## config.mk

```make
export PLATFORM = sky130hd
export DESIGN_NAME = cnt_ctrl
export DESIGN_NICKNAME = d
export VERILOG_FILES = /design/src/sv/cnt_pkg.sv /design/src/sv/cnt_ctrl.sv
export SDC_FILE = /design/constraint.sdc
export NUM_CORES = 1
export LEC_CHECK = 0
export ABC_CLOCK_PERIOD_IN_PS = 2300
export BUFFER_PORTS_ARGS = -buffer_cell sky130_fd_sc_hd__buf_4
export CAP_MARGIN = 5
export CORE_MARGIN = 2
export CORE_UTILIZATION = 44
export CTS_CLUSTER_DIAMETER = 60
export CTS_CLUSTER_SIZE = 30
export DETAILED_ROUTE_END_ITERATION = 10
export PLACE_DENSITY = 0.78
export SLEW_MARGIN = 20
export SYNTH_ARGS = -nofsm -noshare
export SYNTH_HDL_FRONTEND = slang
export SYNTH_SLANG_ARGS = --single-unit
```

## constraint.sdc

```tcl
create_clock -name clock -period 2.3 [get_ports clock]
set_input_delay 0.23 -clock clock [delete_from_list [all_inputs] [get_ports clock]]
set_output_delay 0.23 -clock clock [all_outputs]
set_load 0.01 [all_outputs]
```

## src/sv/cnt_pkg.sv

```systemverilog
// Package for the Carmichael number test unit.
// Holds widths, the controller state type and the controller/datapath command structs.
package cnt_pkg;

   localparam int NBits = 16;
   localparam int MapDepth = 1 << NBits;
   localparam int CntBits = $clog2(NBits);

   typedef enum logic [3:0] {
      ST_CLEAR,
      ST_SIEVE_RD,
      ST_SIEVE_CHK,
      ST_SIEVE_MARK,
      ST_IDLE,
      ST_LOOKUP,
      ST_BASE,
      ST_SQUARE,
      ST_MULT,
      ST_CHECK,
      ST_REPORT
   } state_type;

   typedef struct packed {
      logic clear_step;      // advance the clearing address
      logic sieve_init;      // i = 2
      logic sieve_next_i;    // i = i + 1
      logic mark_init;       // j = 2i
      logic mark_step;       // write map[j] = 1, j = j + i
      logic load_n;          // capture the number, read map[n]
      logic base_init;       // a = 2
      logic base_next;       // a = a + 1
      logic pow_init;        // acc = 1, bit = 15
      logic mult_sel;        // multiply acc by a instead of squaring it
      logic do_square;       // acc = acc*acc mod n
      logic do_mult;         // acc = acc*a mod n (if exponent bit set)
      logic mod_start;       // launch reduction
      logic set_result;      // result = carmichael flag
      logic result_val;
   } cmd_type;

   typedef struct packed {
      logic clear_done;
      logic i_done;          // i reached the end of the table
      logic map_bit;         // registered read data
      logic j_done;          // j beyond the table
      logic n_small;         // n < 4 guard not needed; composite implies n >= 4
      logic base_done;       // a + 1 >= n
      logic bit_last;        // exponent bit index is zero
      logic mod_busy;
      logic pow_ok;          // acc == a
   } status_type;

endpackage

```

## src/sv/cnt_ctrl.sv

```systemverilog
// Controller state machine: sieve after reset, then one Fermat test per transfer.
// Uses cnt_pkg.
module cnt_ctrl (
   input  logic                clock,
   input  logic                reset,
   input  logic                start,
   input  cnt_pkg::status_type status,
   output cnt_pkg::cmd_type    cmd,
   output logic                busy
);
   cnt_pkg::state_type state_ff, state_in;
   logic               wait_ff, wait_in;   // reduction launched, awaiting result

   always_ff @(posedge clock) begin
      if (reset) begin
         state_ff <= cnt_pkg::ST_CLEAR;
         wait_ff  <= 1'b0;
      end else begin
         state_ff <= state_in;
         wait_ff  <= wait_in;
      end
   end

   always_comb begin
      state_in = state_ff;
      wait_in  = wait_ff;
      cmd      = '0;
      busy     = (state_ff != cnt_pkg::ST_IDLE);
      unique case (state_ff)
         cnt_pkg::ST_CLEAR: begin
            cmd.clear_step = 1'b1;
            if (status.clear_done) begin
               cmd.sieve_init = 1'b1;
               state_in = cnt_pkg::ST_SIEVE_RD;
            end
         end
         cnt_pkg::ST_SIEVE_RD: begin
            if (status.i_done) begin
               state_in = cnt_pkg::ST_IDLE;
            end else begin
               state_in = cnt_pkg::ST_SIEVE_CHK;
            end
         end
         cnt_pkg::ST_SIEVE_CHK: begin
            if (status.map_bit) begin
               cmd.sieve_next_i = 1'b1;
               state_in = cnt_pkg::ST_SIEVE_RD;
            end else begin
               cmd.mark_init = 1'b1;
               state_in = cnt_pkg::ST_SIEVE_MARK;
            end
         end
         cnt_pkg::ST_SIEVE_MARK: begin
            if (status.j_done) begin
               cmd.sieve_next_i = 1'b1;
               state_in = cnt_pkg::ST_SIEVE_RD;
            end else begin
               cmd.mark_step = 1'b1;
            end
         end
         cnt_pkg::ST_IDLE: begin
            if (start) begin
               cmd.load_n = 1'b1;
               state_in = cnt_pkg::ST_LOOKUP;
            end
         end
         cnt_pkg::ST_LOOKUP: begin
            // map bit for the captured number is on the read port now
            if (status.map_bit && !status.n_small) begin
               cmd.base_init = 1'b1;
               state_in = cnt_pkg::ST_BASE;
            end else begin
               cmd.set_result = 1'b1;
               state_in = cnt_pkg::ST_REPORT;
            end
         end
         cnt_pkg::ST_BASE: begin
            if (status.base_done) begin
               cmd.set_result = 1'b1;
               cmd.result_val = 1'b1;
               state_in = cnt_pkg::ST_REPORT;
            end else begin
               cmd.pow_init = 1'b1;
               wait_in = 1'b0;
               state_in = cnt_pkg::ST_SQUARE;
            end
         end
         cnt_pkg::ST_SQUARE: begin
            // launch the reduction, then take its remainder
            if (!wait_ff) begin
               cmd.mod_start = 1'b1;
               wait_in = 1'b1;
            end else if (!status.mod_busy) begin
               cmd.do_square = 1'b1;
               wait_in = 1'b0;
               state_in = cnt_pkg::ST_MULT;
            end
         end
         cnt_pkg::ST_MULT: begin
            cmd.mult_sel = 1'b1;
            if (!wait_ff) begin
               cmd.mod_start = 1'b1;
               wait_in = 1'b1;
            end else if (!status.mod_busy) begin
               cmd.do_mult = 1'b1;
               wait_in = 1'b0;
               state_in = status.bit_last ? cnt_pkg::ST_CHECK : cnt_pkg::ST_SQUARE;
            end
         end
         cnt_pkg::ST_CHECK: begin
            // advance to the next base, or drop out at the first failing one
            if (status.pow_ok) begin
               cmd.base_next = 1'b1;
               state_in = cnt_pkg::ST_BASE;
            end else begin
               cmd.set_result = 1'b1;
               state_in = cnt_pkg::ST_REPORT;
            end
         end
         cnt_pkg::ST_REPORT: begin
            // result strobe is up for this cycle
            state_in = cnt_pkg::ST_IDLE;
         end
         default: state_in = cnt_pkg::ST_IDLE;
      endcase
   end
endmodule

```

=== Word-level counts from Yosys, hierarchy flattened ===
Index checks and enable logic that the tools add are counted.

* Reductions and logical operators: 7
* Equality and inequality tests: 18
* Multiplexer cells: 47

{| class="wikitable"
|+ Operators by type and width
! kind !! count
|-
| $mux W4 || 11
|-
| $pmux W4 S10 || 1
|-
| $mux W1 || 28
|-
| $eq A4 B3 Y1 const B || 4
|-
| $ne A2 B2 Y1 const B || 8
|-
| $eq A4 B2 Y1 const B || 2
|-
| $eq A4 B4 Y1 const B || 2
|-
| $reduce_and A7 Y1 || 1
|-
| $mux W2 || 3
|-
| $eq A4 B1 Y1 const B || 1
|-
| $logic_not A4 Y1 || 1
|-
| $ne A4 B3 Y1 const B || 1
|-
| $pmux W1 S2 || 2
|-
| $mux W3 || 1
|-
| $pmux W1 S3 || 1
|-
| $reduce_and A2 Y1 || 1
|-
| $reduce_bool A2 Y1 || 1
|-
| $reduce_or A2 Y1 || 1
|-
| $logic_and A1 B1 Y1 || 1
|-
| $logic_not A1 Y1 || 1
|}

* Logic and storage cells: 74
* Bits of input ports: 12
* Register bits after elaboration: 5

=== Depth between registers and ports, before layout ===
* Word-level depth: 4
* Depth in mapped cells: 6
* Gate-level depth less buffers: 4

=== Least setup slack after synthesis ===
Ideal clock, no wire load.

* Path kind: reg2reg
* Start point: register state_ff[2]
* End point: register state_ff[2]
* Clock period less this slack: 1.649 ns
* Path buffers: 1
* Library setup time: 0.136 ns
* Arrival: 1.514 ns
* Path slack: 0.651 ns
* Data required time: 2.164 ns
* Cell stages (with the launch flop): 5
* Cells stage by stage: dfxtp_1 > buf_2 > nor4_1 > or3_1 > o32ai_2

* Cells in the longest elaborated chain, start to end: 3
* Elaborated cells on any way between the ends: 19
* Those cells by class: 16 x eq/ne; 1 x mux; 2 x reduce/logical

{| class="wikitable"
|+ Ends and longest elaborated chain
! what !! line !! text
|-
| from (decl) || cnt_ctrl.sv:11 || <nowiki>cnt_pkg::state_type state_ff, state_in;</nowiki>
|-
| from (signal assigned) || cnt_ctrl.sv:16 || <nowiki>state_ff <= cnt_pkg::ST_CLEAR;</nowiki>
|-
| from (signal assigned) || cnt_ctrl.sv:19 || <nowiki>state_ff <= state_in;</nowiki>
|-
| $eq A4 B3 Y1, or another cell as far along || cnt_ctrl.sv:29 || <nowiki>unique case (state_ff)</nowiki>
|-
| $ne A2 B2 Y1 (no line) || - ||
|-
| $reduce_and A7 Y1 (no line) || - ||
|}

Parallel ways exist; a longest one is shown, timed or not.
A chain may end at the register's enable or synchronous reset.

==> run metrics <==
status=finished, final reports clean; HP Class=input pin to register; WHS=approximately 0.19 ns; Pint=around 0.48 mW; ratio of cells with drive above 1 in the final layout=0.310; most instantiated library cell after synthesis=nor2_1; Setup WS pre-CTS=approximately 0.45 ns; Routability Congestion=0.905; Setup crit start=state_ff[3]$_SDFFE_PP0P_; PnR worst setup slack=approximately 0.21 ns; Vert. Die Dim=approximately 41 um; CTS HTree Levels=1; Worst EP required=between 2 and 2.5 ns; first-pass GRT wire length=roughly 2.5 mm; clock tree from TritonCTS=built; Max Root-Sink Buffers=2; clock network power share=0.114; Final Cell Area=around 830 sq um; Syn-to-layout area delta=38.1%; RSZ-0062 raised after global routing=no; Final Hold Vio Count=0; Async S/R FF share, synth=0; Lkg Pwr=approximately 0.36 nW; Tot GR Track Use=0.228; fin crit period=between 2 and 2.5 ns; Avg Inst Size Synth=6.95 sq um; number of DRC markers after the initial detailed-route iteration=21; Worst Tran Pin Value=0.567 ns; reg2reg start=state_ff[3]$_SDFFE_PP0P_; PostCTS Resize Cnt=0; Max Fclk=0.478 GHz; total of max-cap violations=0; Startpoint Class=register; RR Endpoint=state_ff[2]$_SDFFE_PP0P_; Die Footprint=about 1700 sq um; Sw Pwr=between 0.4 and 0.5 mW; critical path capture point type=output port; Post-synth EDFFs=0; Synth Register Bits=5; Yosys top cell by area=dfxtp_1; max_slew headroom=0.621; layout net count=126; clk slew on worst S/H paths=0.05 ns; gr ovfl total=0; vias per std cell=between 5 and 6; cells on worst reg2reg path=4; clock latency on the worst-skew pair=approximately 0.25 ns; CTS buffer count=3; initial core utilization=0.470; Post-Layout Cell Count=between 100 and 150; vias in the first global route=between 500 and 600; post-layout power=approximately 0.93 mW; Synth Cell Area=604 sq um; Core Util, Final=0.649; yosys warns=0; HPWL after DPL=1.27 mm; clock sink total=5; fill count=133; post-CTS setup buffer count=0; WS Path Type=register to output port; setup TNS=0 ns; Final Skew=0.00280 ns; final setup vio count=0; Sw Ratio=0.486; cells after synthesis=87; n_diodes=0; DR WL/cell=around 13 um; Synthesized Nets=99; CP arrival=roughly 1.9 ns; DR pass1 iterations=4; dpl cells=124; I/O Buffers=27; placeable core region=1280 sq um; WL final=between 1.5 and 2 mm; crit-path max FO=17; period utilization=0.910; Seq pwr share=0.282; I/O Pins=28; Pwr Density=around 1100 nW/um^2; share of the synthesized area in the top cell type=0.166; CTS hold repair buffers=0; antenna violations before repair=0; DRC viols=0; Area after DPL=roughly 810 sq um; sequential share of the synthesized area=0.166; crit path capture=cmd[2]; Root Buffer=clkbuf_4; Synth Flop Type=dfxtp_1; DR vias=approximately 740; antenna-violating nets left=0; most frequent cells after synthesis=11 x nor2_1, 8 x nor3_1, 6 x nand2_1; worst reg2reg setup slack=0.42 ns; top area cells in the synthesized netlist=dfxtp_1 17%, nor2_1 6.8%, nor3_1 6.6%; Max IR drop VDD=0.000715 V; largest net degree at the start of global routing=19; Rows=13; die width=41.1 um; synth unique cells=36; Max Transition Viols Final=0; combinational power share=0.604
==> power by group through the flow <==
stage	Sequential (mW)	Clock, mW	Combinational (mW)
6_report	0.262	0.105	0.561
5_1_grt	0.281	0.119	0.615
4_1_cts	0.258	0.111	0.561
3_5_place_dp	0.259	0	0.559
3_3_place_gp	0.255	0	0.559
2_1_floorplan	0.146	0	0.495
==> placed cells by master (no fill, tap or decap), drive strengths merged, types with 3 or more instances in the layout <==
cell / synthesis / routed
buf: 4 / 28
mux2i: 3 / 3
a21oi: 3 / 3
nor4: 3 / 3
nor3: 8 / 8
nand2b: 5 / 5
nor2: 11 / 11
clkbuf: 2 / 4
dfxtp: 5 / 5
nand2: 6 / 6
inv: 4 / 4
o21ai: 3 / 3
==> registers in the layout, indices dropped and copies added, names as in the netlist <==
register,count
state_ff,4
wait_ff,1
==> area by class of cell <==
type,count,area [sq um],share of cell area
tap,15,18.8,0.0225
inverter,4,15.0,0.0180
sequential,5,100,0.120
multi-input combinational,72,464,0.556
clock buffer,4,26.3,0.0315
timing repair buffer,28,210,0.252
==> worst max-delay path: stages, from the launching register on <==
cell     delay (ns)
dfxtp_1        0.66
nor4b_2        0.57
nor2_1         0.14
nor2_1         0.13
buf_4          0.13
==> routing by layer <==
layer / wire length, um / global-route usage
met1: 705 / 0.308
met2: 809 / 0.352
met3: 173 / 0.0815
met4: 0 / 0.0250
met5: 0 / 0
==> how the worst min path moves through the flow <==
stage                     start                       end  slack (ns)  cells after the start
final                     reset      wait_ff$_SDFFE_PP0P_        0.19                      2
after global routing      reset      wait_ff$_SDFFE_PP0P_        0.17                      2
after CTS                 reset      wait_ff$_SDFFE_PP0P_        0.18                      2
after detailed placement  reset      wait_ff$_SDFFE_PP0P_        0.44                      2
after global placement    reset  state_ff[0]$_SDFFE_PP0P_        0.44                      2
after floorplan           reset  state_ff[0]$_SDFFE_PP0P_        0.30                      1
==> cell families after synthesis <==
logic type      share of synthesized area
simple gates                        0.458
mux                                0.0497
flops                               0.166
compound gates                      0.261
buf+inv                            0.0663
No activity file was read; power rests on OpenSTA's default activity.
